===== src/rtl/ckhs_pkg.sv =====
// ----------------------------------------------------------------------------
// ckhs_pkg
// Shared types, constants and the CRC-16 byte update of the key hash slot.
// ----------------------------------------------------------------------------
package ckhs_pkg;

  localparam logic [7:0]  OPEN_BRACE     = 8'h7B;
  localparam logic [7:0]  CLOSE_BRACE    = 8'h7D;
  localparam logic [15:0] CRC_POLY       = 16'h1021;
  localparam logic [15:0] SLOT_MASK_RST  = 16'd16383;

  // Command queue between front and back
  localparam int QDepth  = 4;
  localparam int QPtrW   = $clog2(QDepth);
  localparam int QCntW   = $clog2(QDepth + 1);

  // One classified key byte
  typedef struct packed {
    logic [7:0] key_byte;
    logic       feed_tag;   // byte lies inside an open tag
    logic       last_byte;  // end of key, emit a slot
    logic       use_tag;    // on the last byte: slot comes from the tag CRC
    logic       empty_key;  // key without bytes, emit slot 0
  } ckhs_cmd_t;

  // Queue status seen by front and back
  typedef struct packed {
    logic full;
    logic empty;
  } ckhs_qstat_t;

  // CRC-16 XMODEM update with one byte, MSB first
  function automatic logic [15:0] crc_feed(input logic [15:0] crc, input logic [7:0] b);
    logic [15:0] c;
    c = crc ^ {b, 8'h00};
    for (int i = 0; i < 8; i++) begin
      if (c[15]) begin
        c = {c[14:0], 1'b0} ^ CRC_POLY;
      end else begin
        c = {c[14:0], 1'b0};
      end
    end
    return c;
  endfunction

endpackage


===== src/rtl/cluster_key_hash_slot.sv =====
// ----------------------------------------------------------------------------
// cluster_key_hash_slot
// Cluster hash slot of a key fed one byte per item, with brace hash tags.
// ----------------------------------------------------------------------------
// Usage:
//   Feed the key on the in_ channel, one byte per item, in order; mark the
//   final byte with in_last_byte. An item with in_empty_key set stands for a
//   key with no bytes and yields slot 0 at once, dropping any partial key.
//   One item comes out on the out_ channel per key: out_slot is the CRC-16
//   (XMODEM) of the hash tag between the first '{' and the next '}' when that
//   tag is non-empty, otherwise of the whole key, ANDed with the slot mask.
//   The cfg_ channel writes the slot mask; write it only while idle.
// Timing:
//   One byte per cycle sustained while out_ready is high. The last byte is
//   first written into the command queue; once the bytes ahead of it have
//   left the queue, the back end runs the CRC unit on it and loads the
//   output register, which drives out_valid.
// Reset and stalls:
//   Reset clears all key state and sets the mask to 16383. While a result
//   waits with out_ready low, the back end keeps folding non-final bytes and
//   holds at the next final byte; the four-entry queue absorbs bytes until
//   full, then in_ready drops.
// ----------------------------------------------------------------------------
module cluster_key_hash_slot import ckhs_pkg::*; (
  input  logic        clk,
  input  logic        rst_n,
  input  logic        in_valid,
  output logic        in_ready,
  input  logic [7:0]  in_key_byte,
  input  logic        in_last_byte,
  input  logic        in_empty_key,
  output logic        out_valid,
  input  logic        out_ready,
  output logic [15:0] out_slot,
  output logic        out_used_tag,
  input  logic        cfg_valid,
  output logic        cfg_ready,
  input  logic [15:0] cfg_slot_mask
);

  logic [15:0] slot_mask_r, slot_mask_nxt;
  logic        push_valid;
  ckhs_cmd_t   push_cmd;
  ckhs_cmd_t   head_cmd;
  ckhs_qstat_t q_stat;
  logic        pop;

  // Mask register: always ready, take the write on handshake
  assign cfg_ready     = 1'b1;
  assign slot_mask_nxt = (cfg_valid && cfg_ready) ? cfg_slot_mask : slot_mask_r;

  always_ff @(posedge clk) begin
    if (!rst_n) begin
      slot_mask_r <= SLOT_MASK_RST;
    end else begin
      slot_mask_r <= slot_mask_nxt;
    end
  end

  // Front: accept bytes, track the tag, classify
  ckhs_front u_front (
    .clk          (clk),
    .rst_n        (rst_n),
    .in_valid     (in_valid),
    .in_ready     (in_ready),
    .in_key_byte  (in_key_byte),
    .in_last_byte (in_last_byte),
    .in_empty_key (in_empty_key),
    .q_stat       (q_stat),
    .push_valid   (push_valid),
    .push_cmd     (push_cmd)
  );

  // Decouple front from back
  ckhs_queue u_queue (
    .clk        (clk),
    .rst_n      (rst_n),
    .push_valid (push_valid),
    .push_cmd   (push_cmd),
    .pop        (pop),
    .head_cmd   (head_cmd),
    .q_stat     (q_stat)
  );

  // Back: run the CRCs, hold the result until taken
  ckhs_back u_back (
    .clk          (clk),
    .rst_n        (rst_n),
    .q_stat       (q_stat),
    .head_cmd     (head_cmd),
    .pop          (pop),
    .slot_mask    (slot_mask_r),
    .out_valid    (out_valid),
    .out_ready    (out_ready),
    .out_slot     (out_slot),
    .out_used_tag (out_used_tag)
  );

  // Slot never has bits outside the mask
  assert property (@(posedge clk) disable iff (!rst_n)
    out_valid |-> ((out_slot & ~slot_mask_r) == 16'h0000))
    else $error("slot has bits outside the mask");

  // Queue can not be full and empty at once
  assert property (@(posedge clk) disable iff (!rst_n)
    !(q_stat.full && q_stat.empty))
    else $error("queue status inconsistent");

  // Back end never pops from an empty queue
  assert property (@(posedge clk) disable iff (!rst_n)
    pop |-> !q_stat.empty)
    else $error("pop from empty queue");

  // No result right after reset
  assert property (@(posedge clk) disable iff (!rst_n)
    $past(!rst_n) |-> !out_valid)
    else $error("result valid after reset");

endmodule


===== src/rtl/ckhs_front.sv =====
// ----------------------------------------------------------------------------
// ckhs_front
// Accept key bytes, follow the brace hash tag and push classified commands.
// ----------------------------------------------------------------------------
module ckhs_front import ckhs_pkg::*; (
  input  logic        clk,
  input  logic        rst_n,
  input  logic        in_valid,
  output logic        in_ready,
  input  logic [7:0]  in_key_byte,
  input  logic        in_last_byte,
  input  logic        in_empty_key,
  input  ckhs_qstat_t q_stat,
  output logic        push_valid,
  output ckhs_cmd_t   push_cmd
);

  typedef enum logic [1:0] {
    SEEK   = 2'd0,
    IN_TAG = 2'd1,
    CLOSED = 2'd2
  } phase_t;

  phase_t phase_r, phase_nxt, phase_upd;
  logic   nonempty_r, nonempty_nxt, nonempty_upd;
  logic   feed_tag;
  logic   accept;

  assign in_ready = !q_stat.full;
  assign accept   = in_valid && in_ready;

  always_comb begin
    phase_upd    = phase_r;
    nonempty_upd = nonempty_r;
    feed_tag     = 1'b0;
    unique case (phase_r)
      SEEK: begin
        if (in_key_byte == OPEN_BRACE) begin
          phase_upd = IN_TAG;
        end
      end
      IN_TAG: begin
        if (in_key_byte == CLOSE_BRACE) begin
          phase_upd = CLOSED;
        end else begin
          feed_tag     = 1'b1;
          nonempty_upd = 1'b1;
        end
      end
      CLOSED: ;
      default: phase_upd = CLOSED;
    endcase
  end

  always_comb begin
    phase_nxt    = phase_r;
    nonempty_nxt = nonempty_r;
    if (accept) begin
      if (in_empty_key || in_last_byte) begin
        // key done: start over for the next key
        phase_nxt    = SEEK;
        nonempty_nxt = 1'b0;
      end else begin
        phase_nxt    = phase_upd;
        nonempty_nxt = nonempty_upd;
      end
    end
  end

  assign push_valid         = accept;
  assign push_cmd.key_byte  = in_key_byte;
  assign push_cmd.feed_tag  = feed_tag;
  assign push_cmd.last_byte = in_last_byte;
  assign push_cmd.use_tag   = (phase_upd == CLOSED) && nonempty_upd;
  assign push_cmd.empty_key = in_empty_key;

  always_ff @(posedge clk) begin
    if (!rst_n) begin
      phase_r    <= SEEK;
      nonempty_r <= 1'b0;
    end else begin
      phase_r    <= phase_nxt;
      nonempty_r <= nonempty_nxt;
    end
  end

endmodule


===== src/rtl/ckhs_queue.sv =====
// ----------------------------------------------------------------------------
// ckhs_queue
// Short command queue between front and back.
// ----------------------------------------------------------------------------
module ckhs_queue import ckhs_pkg::*; (
  input  logic        clk,
  input  logic        rst_n,
  input  logic        push_valid,
  input  ckhs_cmd_t   push_cmd,
  input  logic        pop,
  output ckhs_cmd_t   head_cmd,
  output ckhs_qstat_t q_stat
);

  ckhs_cmd_t         slots_r [QDepth];
  logic [QPtrW-1:0]  wr_ptr_r, wr_ptr_nxt;
  logic [QPtrW-1:0]  rd_ptr_r, rd_ptr_nxt;
  logic [QCntW-1:0]  count_r, count_nxt;
  logic              do_push, do_pop;

  assign q_stat.full  = (count_r == QCntW'(QDepth));
  assign q_stat.empty = (count_r == '0);
  assign do_push      = push_valid && !q_stat.full;
  assign do_pop       = pop && !q_stat.empty;
  assign head_cmd     = slots_r[rd_ptr_r];

  always_comb begin
    wr_ptr_nxt = do_push ? wr_ptr_r + 1'b1 : wr_ptr_r;
    rd_ptr_nxt = do_pop  ? rd_ptr_r + 1'b1 : rd_ptr_r;
    count_nxt  = count_r;
    if (do_push && !do_pop) begin
      count_nxt = count_r + 1'b1;
    end else if (do_pop && !do_push) begin
      count_nxt = count_r - 1'b1;
    end
  end

  always_ff @(posedge clk) begin
    if (do_push) begin
      slots_r[wr_ptr_r] <= push_cmd;
    end
  end

  always_ff @(posedge clk) begin
    if (!rst_n) begin
      wr_ptr_r <= '0;
      rd_ptr_r <= '0;
      count_r  <= '0;
    end else begin
      wr_ptr_r <= wr_ptr_nxt;
      rd_ptr_r <= rd_ptr_nxt;
      count_r  <= count_nxt;
    end
  end

endmodule


===== src/rtl/ckhs_back.sv =====
// ----------------------------------------------------------------------------
// ckhs_back
// Run both CRCs over queued commands and register the slot result.
// ----------------------------------------------------------------------------
module ckhs_back import ckhs_pkg::*; (
  input  logic        clk,
  input  logic        rst_n,
  input  ckhs_qstat_t q_stat,
  input  ckhs_cmd_t   head_cmd,
  output logic        pop,
  input  logic [15:0] slot_mask,
  output logic        out_valid,
  input  logic        out_ready,
  output logic [15:0] out_slot,
  output logic        out_used_tag
);

  logic [15:0] whole_crc_r, whole_crc_nxt;
  logic [15:0] tag_crc_r, tag_crc_nxt;
  logic [15:0] whole_upd, tag_upd;
  logic        out_valid_r, out_valid_nxt;
  logic [15:0] slot_r, slot_nxt;
  logic        used_tag_r, used_tag_nxt;
  logic        emits;

  assign emits     = head_cmd.last_byte || head_cmd.empty_key;
  // Pop unless this command would overwrite an untaken result
  assign pop       = !q_stat.empty && (!emits || !out_valid_r || out_ready);
  assign whole_upd = crc_feed(whole_crc_r, head_cmd.key_byte);
  assign tag_upd   = head_cmd.feed_tag ? crc_feed(tag_crc_r, head_cmd.key_byte) : tag_crc_r;

  always_comb begin
    whole_crc_nxt = whole_crc_r;
    tag_crc_nxt   = tag_crc_r;
    out_valid_nxt = out_valid_r && !out_ready;
    slot_nxt      = slot_r;
    used_tag_nxt  = used_tag_r;
    if (pop) begin
      if (head_cmd.empty_key) begin
        whole_crc_nxt = '0;
        tag_crc_nxt   = '0;
        out_valid_nxt = 1'b1;
        slot_nxt      = '0;
        used_tag_nxt  = 1'b0;
      end else if (head_cmd.last_byte) begin
        whole_crc_nxt = '0;
        tag_crc_nxt   = '0;
        out_valid_nxt = 1'b1;
        slot_nxt      = (head_cmd.use_tag ? tag_upd : whole_upd) & slot_mask;
        used_tag_nxt  = head_cmd.use_tag;
      end else begin
        whole_crc_nxt = whole_upd;
        tag_crc_nxt   = tag_upd;
      end
    end
  end

  always_ff @(posedge clk) begin
    slot_r     <= slot_nxt;
    used_tag_r <= used_tag_nxt;
  end

  always_ff @(posedge clk) begin
    if (!rst_n) begin
      whole_crc_r <= '0;
      tag_crc_r   <= '0;
      out_valid_r <= 1'b0;
    end else begin
      whole_crc_r <= whole_crc_nxt;
      tag_crc_r   <= tag_crc_nxt;
      out_valid_r <= out_valid_nxt;
    end
  end

  assign out_valid    = out_valid_r;
  assign out_slot     = slot_r;
  assign out_used_tag = used_tag_r;

endmodule


===== config.mk =====
export PLATFORM = sky130hd
export DESIGN_NAME = cluster_key_hash_slot
export DESIGN_NICKNAME = d
export VERILOG_FILES = /design/src/rtl/ckhs_pkg.sv /design/src/rtl/cluster_key_hash_slot.sv /design/src/rtl/ckhs_front.sv /design/src/rtl/ckhs_queue.sv /design/src/rtl/ckhs_back.sv
export SDC_FILE = /design/constraint.sdc
export NUM_CORES = 1
export LEC_CHECK = 0
export BUFFER_PORTS_ARGS = -buffer_cell sky130_fd_sc_hd__buf_2
export CAP_MARGIN = 5
export CORE_ASPECT_RATIO = 1.5
export CORE_MARGIN = 5
export CORE_UTILIZATION = 55
export CTS_BUF_LIST = sky130_fd_sc_hd__clkbuf_2
export DETAILED_ROUTE_END_ITERATION = 16
export PLACE_DENSITY_LB_ADDON = 0.3
export SLEW_MARGIN = 20
export SYNTH_ARGS = -nofsm -noshare
export SYNTH_HDL_FRONTEND = slang
export SYNTH_SLANG_ARGS = --single-unit

===== constraint.sdc =====
create_clock -name clk -period 2.6 [get_ports clk]
set_input_delay 0.39 -clock clk [delete_from_list [all_inputs] [get_ports clk]]
set_output_delay 0.39 -clock clk [all_outputs]
set_load 0.01 [all_outputs]

==> flow_summary.yaml, run 1 <==
detailed_routing:
  routed_via_density: 5.65
  wl_met3_um: 436
  drt_iter0_drc: 154
  wl_per_cell_um: 17.8
  firstDrtPassIters: 4
  met2WireLength_mm: 6.39
  wl_met1_mm: 4.42
  route.vias.total: 3675
  totalWireLength_mm: 11.6
  routed.top_layer: "met4"
  ant_nets: 0
  drc_errors: 0
global_route:
  grt_use_total: 0.199
  grt_max_degree: 30
  antenna_found_initial: 0
  grt_overflow: 0
  grt_pass1_vias: 3795
  grt_pass1_wl_mm: 18.7
synth:
  yosys_warnings: 0
  syn_inst: 430
  ys.flop_type: "edfxtp_1"
  netlist_area_mm2: 0.00557
  syn_area_per_cell_um2: 13.0
  synth_enable_flop_cells: 65
  synth_cell_types: 52
  syn-num-nets: 467
  seq_area_frac_synth: 0.570
  ys_ff_latch: 126
  synthArstFlopShare: 0
placement:
  routabilityCongestion: 0.875
  port_buffers: 49
  pre_cts_slack_ns: 0.0705
  hpwl_mm: 8.38
  placed_cell_area_mm2: 0.00598
power:
  ir_worst_vdd_mv: 0.517
  p_leak_nw: 2.56
  powerDensity_mw_per_mm2: 1220
  finalPower_mw: 7.90
sta:
  max-slew-margin-rel: 0.565
  fin_skew_ns: 0.0247
  rsz0062_at_grt: "false"
  tightest_slew_ns: 0.653
  fin_tns_setup_ns: 0
  fmax_ghz: 0.415
  fin_crit_ns: 2.41
  worst_slack_ns: 0.191
  slew_viol_final: 0
  final_hold_viol_count: 0
  fin_crit_sh: 0.926
  setup_viol: 0
  whs_ns: 0.160
setup_path:
  path_class: "flop to flop"
  crit_chain: "buf_12, mux4_2, xnor2_2, xnor2_2, xor2_1, o211ai_1, a21oi_1"
  end_kind: "flop"
  crit_path_frequent_cell: "xnor2_2"
  cp_max_fo: 14
  cp_data_arrival_time_ns: 2.95
  reg2regPathDepth: 7
  r2r-end: "u_back.out_slot[14]$_SDFFCE_PP0P_"
  crit_path_start_kind: "flop"
  crit_slowest_cell: "mux4_2"
  max_stage_delay_ns: 0.58
  cp.required_ns: 3.14
  rrSetupSlack_ns: 0.19
  critPathCapture: "u_back.out_slot[14]$_SDFFCE_PP0P_"
floorplanning:
  core_area_mm2: 0.0100
  ios: 51
  initial_core_util: 0.556
  num_rows: 45
  die_area_mm2: 0.0123
  chipHeight_um: 133
  die_w_um: 92.2
clock_network:
  cts_root_buffer: "clkbuf_2"
  cts_buffers: 17
  cts_max_level: 4
  cts_buffer_depth: 2
  clkSinkCount: 126
  clkLatencyLatePin_ns: 0.69
  path_clk_slew_ns: 0.19
  cts_tree: "yes"
cells_and_area:
  multi_input_area_mm2: 0.00227
  syn_to_final_growth_pct: 16.2
  layout_common_cells: "65 x edfxtp_1, 60 x dfxtp_1, 49 x buf_2"
  nFillCells: 802
  layout-drive-gt1-share: 0.249
  nets: 558
  final_common_cell: "edfxtp_1"
  stdcell_area_mm2: 0.00648
  register_area_mm2: 0.00317
  antenna_cells: 0
hold_path:
  hold_class: "input pin to flop"
run:
  cap_violations: 0
status:
  status: "finished, final reports clean"
## cell usage after synthesis (2+ instances only)
cell       count  area share
a211oi_1       2      0.0027
nand2_1       38       0.026
o22ai_1        4      0.0045
edfxtp_1      65        0.35
and3_1        11       0.012
xnor2_2       14       0.041
mux2i_1       26       0.047
o211ai_1       6      0.0081
nor3_1         2      0.0018
ha_1           5       0.011
nor2_1        16       0.011
nor3b_1        2      0.0027
clkbuf_1      12      0.0081
o21ai_0       18       0.016
xnor2_1       15       0.024
o2bb2ai_1      2      0.0031
o21ai_1        2      0.0018
buf_6          2      0.0040
mux2_2         3      0.0061
dfxtp_1       61        0.22
o21a_1         2      0.0027
a21oi_1       10      0.0090
xnor2_4        2      0.0099
and2_1        10       0.011
nor2b_1       15       0.017
a22o_1        17       0.027
inv_1          4      0.0027
a22oi_1        8       0.011
xor2_1        22       0.035
mux4_2         9       0.036
buf_2          4      0.0036
## metal layers
metal | global-route usage | up-vias
li1 | - | 1748
met1 | 0.211 | 1793
met2 | 0.363 | 108
met3 | 0.0503 | 26
met4 | 0.0950 | 0
met5 | 0 | -
## repair_timing
item	CTS	global route
resized for setup	0	4
hold endpoints to repair	60	0
buffers inserted	0	0
hold buffers	27	0
endpoints found under the setup margin	0	4
## worst max-delay path: cells and delay by family, from the launching register on
family | cells | cell delay (ns)
xor gates and xnor gates | 3 | 0.78
buffers and inverters | 1 | 0.17
DFF | 1 | 0.42
muxes | 1 | 0.58
AOI/OAI and AO/OA | 2 | 0.30
## area by class of cell
class / count / share of cell area
clock buffers: 19 / 0.0147
repair buffers: 93 / 0.101
flip-flops and latches: 126 / 0.490
well taps: 117 / 0.0226
multi-input cells: 278 / 0.350
inverters: 5 / 0.00290
clock inverters: 13 / 0.0182
## through the flow
stage | util | std cells
floorplan | - | 430
global placement | 0.597 | 592
detailed placement | 0.597 | 592
CTS | 0.645 | 651
global route | 0.646 | 651
finish | 0.646 | 651
## logic make-up after synthesis
kind of cell | share of synthesized area
AOI/OAI and AO/OA | 0.0959
xor gates and xnor gates | 0.109
adders and majority gates | 0.0148
buffers and inverters | 0.0254
DFF | 0.570
muxes | 0.0939
other | 0.000673
and+or+nand+nor | 0.0910
## report_power, final
group / switching, mW / internal, mW
sequential: 0.227 / 2.59
clock: 0.751 / 0.354
combinational: 2.24 / 1.73
total: 3.22 / 4.68
## worst min-delay path by stage
stage	start	end	slack (ns)	cells after the start
2_1_floorplan	u_front.nonempty_r$_SDFFE_PN0P_	u_front.nonempty_r$_SDFFE_PN0P_	0.43	2
3_3_place_gp	u_front.nonempty_r$_SDFFE_PN0P_	u_front.nonempty_r$_SDFFE_PN0P_	0.44	2
3_5_place_dp	slot_mask_r[3]$_SDFFE_PN1P_	slot_mask_r[3]$_SDFFE_PN1P_	0.46	2
4_1_cts	in_valid	u_front.phase_r[0]$_SDFFE_PN0P_	0.12	4
5_1_grt	in_valid	u_front.phase_r[0]$_SDFFE_PN0P_	0.14	4
6_report	in_valid	u_front.phase_r[1]$_SDFFE_PN0P_	0.16	4
## flip-flops by register name, indices dropped and copies added, names as in the netlist, named ones only
name,count
slot_mask_r,16
u_back.out_slot,16
u_back.out_used_tag,1
u_back.out_valid,1
u_back.tag_crc_r,16
u_back.whole_crc_r,16
u_front.nonempty_r,1
u_front.phase_r,2
u_queue.count_r,3
u_queue.rd_ptr_r,2
u_queue.slots_r,48
u_queue.wr_ptr_r,2
Note: power is estimated with default switching activity, not from simulation.
==> run 2, diff against run 1 <==
--- a/config.mk
+++ b/config.mk
@@ -8,7 +8,7 @@
 export BUFFER_PORTS_ARGS = -buffer_cell sky130_fd_sc_hd__buf_2
 export CAP_MARGIN = 5
 export CORE_ASPECT_RATIO = 1.5
-export CORE_MARGIN = 5
+export CORE_MARGIN = 4
 export CORE_UTILIZATION = 55
 export CTS_BUF_LIST = sky130_fd_sc_hd__clkbuf_2
 export DETAILED_ROUTE_END_ITERATION = 16
==> run 2 against run 1 <==
- hold slack improved by 0.032 ns
- sequential power about the same
- clock power increased by 33%
- global-route usage increased by 1.2 points
- clock-buffer cell count decreased by 1
==> flow_summary.yaml, run 2 (same netlist as run 1, synthesis figures left out) <==
cells_and_area:
  nets: 567
  nFillCells: 741
  layout-drive-gt1-share: 0.258
  register_area_mm2: 0.00317
  syn_to_final_growth_pct: 19.0
  final_common_cell: "edfxtp_1"
  largest_reg_flops: 48
  stdcell_area_mm2: 0.00663
  layout_common_cells: "65 x edfxtp_1, 60 x dfxtp_1, 49 x buf_2"
  top_register: "u_queue.slots_r"
  multi_input_area_mm2: 0.00226
power:
  ir_worst_vdd_mv: 0.494
  p_leak_nw: 2.64
  powerDensity_mw_per_mm2: 1300
  seq_power_share: 0.329
  combPwrFrac: 0.502
  finalPower_mw: 8.60
  power.internal_mw: 5.28
  swShare: 0.387
  switching_power_mw: 3.33
  pwr-share-clk: 0.170
clock_network:
  cts_root_buffer: "clkbuf_2"
  path_clk_slew_ns: 0.18
  cts_max_level: 4
  cts_tree: "yes"
  cts_buffers: 17
  clkLatencyLatePin_ns: 0.66
  clkSinkCount: 126
  cts_buffer_depth: 2
sta:
  final_hold_viol_count: 0
  worst_slack_ns: 0.115
  fin_crit_sh: 0.956
  tightest_slew_ns: 0.621
  fmax_ghz: 0.402
  slew_viol_final: 0
  fin_crit_ns: 2.48
  rsz0062_at_grt: "false"
  setup_viol: 0
  fin_skew_ns: 0.0395
  fin_tns_setup_ns: 0
  max-slew-margin-rel: 0.586
placement:
  pre_cts_slack_ns: 0.0659
  port_buffers: 49
  hpwl_mm: 8.65
  routabilityCongestion: 0.937
  placed_cell_area_mm2: 0.00604
detailed_routing:
  wl_per_cell_um: 17.8
  totalWireLength_mm: 11.7
  drt_iter0_drc: 158
  ant_nets: 0
  routed_via_density: 5.55
  drc_errors: 0
  route.vias.total: 3658
  firstDrtPassIters: 5
floorplanning:
  chipHeight_um: 131
  num_rows: 44
  core_area_mm2: 0.00980
  initial_core_util: 0.569
  die_w_um: 90.2
  ios: 51
  die_area_mm2: 0.0118
global_route:
  antenna_found_initial: 1
  grt_max_degree: 29
  grt_pass1_wl_mm: 19.5
  grt_overflow: 0
  grt_use_total: 0.211
  grt_pass1_vias: 3828
run:
  cap_violations: 0
setup_path:
  cp_max_fo: 14
  cp_data_arrival_time_ns: 2.97
  end_kind: "flop"
  path_class: "flop to flop"
  crit_path_start_kind: "flop"
  cp.required_ns: 3.08
status:
  status: "finished, final reports clean"
hold_path:
  hold_class: "input pin to flop"
==> run 2: path summary, 6_finish.rpt <==
kind / start / to / cells past startpoint / slack, ns
setup / recovery: flop / u_back.out_slot[12]$_SDFFCE_PP0P_ / 8 / 0.12
hold / removal: in_valid / u_front.nonempty_r$_SDFFE_PN0P_ / 4 / 0.19
setup reg to reg: flop / u_back.out_slot[12]$_SDFFCE_PP0P_ / 8 / 0.12
hold reg to reg: slot_mask_r[1]$_SDFFE_PN1P_ / slot_mask_r[1]$_SDFFE_PN1P_ / 2 / 0.49
==> run 2: repair_timing <==
item | in CTS | in global routing
hold endpoints to repair | 57 | 0
resized for setup | 0 | 2
hold buffers | 27 | 0
buffers inserted | 0 | 1
setup endpoints to repair | 0 | 9
==> run 2: power groups by stage <==
stage / logic, mW / registers, mW / clock network, mW
global route: 4.65 / 2.87 / 1.59
floorplan: 2.81 / 2.89 / 0
CTS: 4.30 / 2.83 / 1.50
finish: 4.32 / 2.83 / 1.46
global placement: 4.17 / 2.85 / 0
detailed placement: 4.25 / 2.87 / 0
==> run 2: area by class of cell <==
class	instances	share of cell area
Tap cell	115	0.0217
Multi-Input combinational cell	278	0.341
Timing Repair Buffer	102	0.109
Clock inverter	14	0.0326
Sequential cell	126	0.479
Inverter	5	0.00283
Antenna cell	1	0.000377
Clock buffer	18	0.0136
==> run 2: layer usage <==
metal | track usage | vias up | part of all wire
li1 | - | 1768 | -
met1 | 0.218 | 1773 | 0.37
met2 | 0.396 | 94 | 0.55
met5 | 0 | - | 0
met4 | 0.0954 | 0 | 0.032
met3 | 0.0515 | 23 | 0.040
==> run 2: worst max-delay path: stages, from the launching register on <==
cell	delay, ns
dfxtp_2	0.42
buf_12	0.17
mux4_2	0.61
xnor2_2	0.30
xnor2_1	0.20
xor2_1	0.18
buf_4	0.16
o211ai_1	0.08
a21oi_1	0.19
==> run 2: metrics by stage <==
step	hold WS, ns	utilization	std cells
after floorplan	0.429	-	430
after global placement	0.443	0.616	598
after detailed placement	0.453	0.616	598
after CTS	0.139	0.675	657
after global routing	0.153	0.677	659
final	0.193	0.677	659
==> run 3, diff against run 2 <==
--- a/config.mk
+++ b/config.mk
@@ -9,7 +9,7 @@
 export CAP_MARGIN = 5
 export CORE_ASPECT_RATIO = 1.5
 export CORE_MARGIN = 4
-export CORE_UTILIZATION = 55
+export CORE_UTILIZATION = 45
 export CTS_BUF_LIST = sky130_fd_sc_hd__clkbuf_2
 export DETAILED_ROUTE_END_ITERATION = 16
 export PLACE_DENSITY_LB_ADDON = 0.3
==> run 3 against run 2 <==
- via count shrank 1.4%
- largest cell class unchanged
- sequential share of layout area grew 0.52 points
- highest routed layer unchanged
- clock power decreased by 16%
- wire length fell by 0.89%
- largest power group unchanged
- critical path type unchanged
==> flow_summary.yaml, run 3 (same netlist as run 1, synthesis figures left out) <==
cells_and_area:
  nets: 559
  top_register: "u_queue.slots_r"
  layout-drive-gt1-share: 0.247
  final_common_cell: "edfxtp_1"
  largest_reg_flops: 48
  layout_common_cells: "65 x edfxtp_1, 60 x dfxtp_1, 49 x buf_2"
  final_cells: 688
  syn_to_final_growth_pct: 17.7
clock_network:
  postCtsSetupBuffers: 0
  cts_root_buffer: "clkbuf_2"
  path_clk_slew_ns: 0.17
  cts_max_level: 4
  clkLatencyLatePin_ns: 0.65
  cts_tree: "yes"
  clkSinkCount: 126
  cts_buffer_depth: 2
  cts_buffers: 17
detailed_routing:
  wl_per_cell_um: 16.9
  route.vias.total: 3607
  drt_iter0_drc: 159
  routed_via_density: 5.24
  totalWireLength_mm: 11.6
  firstDrtPassIters: 4
  drc_errors: 0
  ant_nets: 0
setup_path:
  end_kind: "flop"
  crit_path_start_kind: "flop"
  cp_data_arrival_time_ns: 2.93
  path_class: "flop to flop"
  reg2regPathDepth: 7
  cp.required_ns: 3.12
  cp_max_fo: 14
global_route:
  grt.busiest_layer: "met2"
  grt_use_met3: 0.0405
  grt_use_total: 0.171
  antenna_found_initial: 1
  grt_max_degree: 30
  grt_use_met1: 0.173
  grt_overflow: 0
  grt_pass1_wl_mm: 18.8
  met2_usage: 0.325
  grt_pass1_vias: 3718
sta:
  fmax_ghz: 0.415
  final_hold_viol_count: 0
  max-slew-margin-rel: 0.570
  tightest_slew_ns: 0.644
  rsz0062_at_grt: "false"
  slew_viol_final: 0
  fin_crit_ns: 2.41
  fin_crit_sh: 0.927
  fin_skew_ns: 0.0385
  setup_viol: 0
  whs_ns: 0.187
floorplanning:
  num_rows: 49
  core_area_mm2: 0.0121
  ios: 51
  die_w_um: 98.9
  die_area_mm2: 0.0143
  chipHeight_um: 144
  initial_core_util: 0.461
hold_path:
  holdPathStages: 4
  hp-start: "in_valid"
  hold_class: "input pin to flop"
placement:
  hpwl_mm: 8.53
  port_buffers: 49
  routabilityCongestion: 0.854
  dp.cells: 629
power:
  powerDensity_mw_per_mm2: 1230
  ir_worst_vdd_mv: 0.403
  p_leak_nw: 2.57
run:
  cap_violations: 0
status:
  status: "finished, final reports clean"
==> run 3: cell type report <==
cell class	instances	area, µm²
clock buffer	19	95.1
fill	1032	5520
timing repair buffer	94	663
inverter	5	18.8
sequential	126	3170
antenna	1	2.50
tap	153	191
clock inverter	12	146
multi-input combinational	278	2270
==> run 3: through the flow <==
step	power (mW)	util	TNS, ns	setup slack [ns]	cell area [µm²]
2_1_floorplan	5.69	-	-0.0263	-0.0263	5580
3_3_place_gp	6.80	0.500	0	0.141	6040
3_5_place_dp	6.83	0.500	0	0.0915	6040
4_1_cts	8.09	0.541	0	0.0542	6540
5_1_grt	8.53	0.543	0	0.0552	6560
6_report	8.04	0.543	0	0.189	6560
==> run 3: final timing paths <==
check	to	slack, ns
worst max register to register	u_back.out_slot[8]$_SDFFCE_PP0P_	0.19
worst max-delay path	u_back.out_slot[8]$_SDFFCE_PP0P_	0.19
worst min register to register	slot_mask_r[0]$_SDFFE_PN1P_	0.49
worst min-delay path	u_front.phase_r[1]$_SDFFE_PN0P_	0.19
==> run 3: power breakdown <==
group	total (mW)	switching, mW	internal (mW)
combinational	4.00	2.25	1.75
sequential	2.81	0.220	2.59
clock	1.22	0.696	0.528
==> run 3: critical path, cell delays in order, from the launching register on <==
cell     delay, ns
dfxtp_2       0.41
buf_12        0.17
mux4_2        0.61
xnor2_2       0.21
xnor2_2       0.33
xor2_1        0.29
o22ai_1       0.13
nor2_1        0.11
==> run 3: metal layers <==
metal / share of wire / routed length, µm
met1: 0.38 / 4460
met2: 0.55 / 6440
met3: 0.031 / 361
met4: 0.031 / 364
met5: 0 / 0
==> run 3: what timing repair did <==
item | 4_1_cts | 5_1_grt
endpoints found under the setup margin | 0 | 9
hold buffers | 26 | 1
endpoints found under the hold margin | 57 | 2
resized for setup | 0 | 4
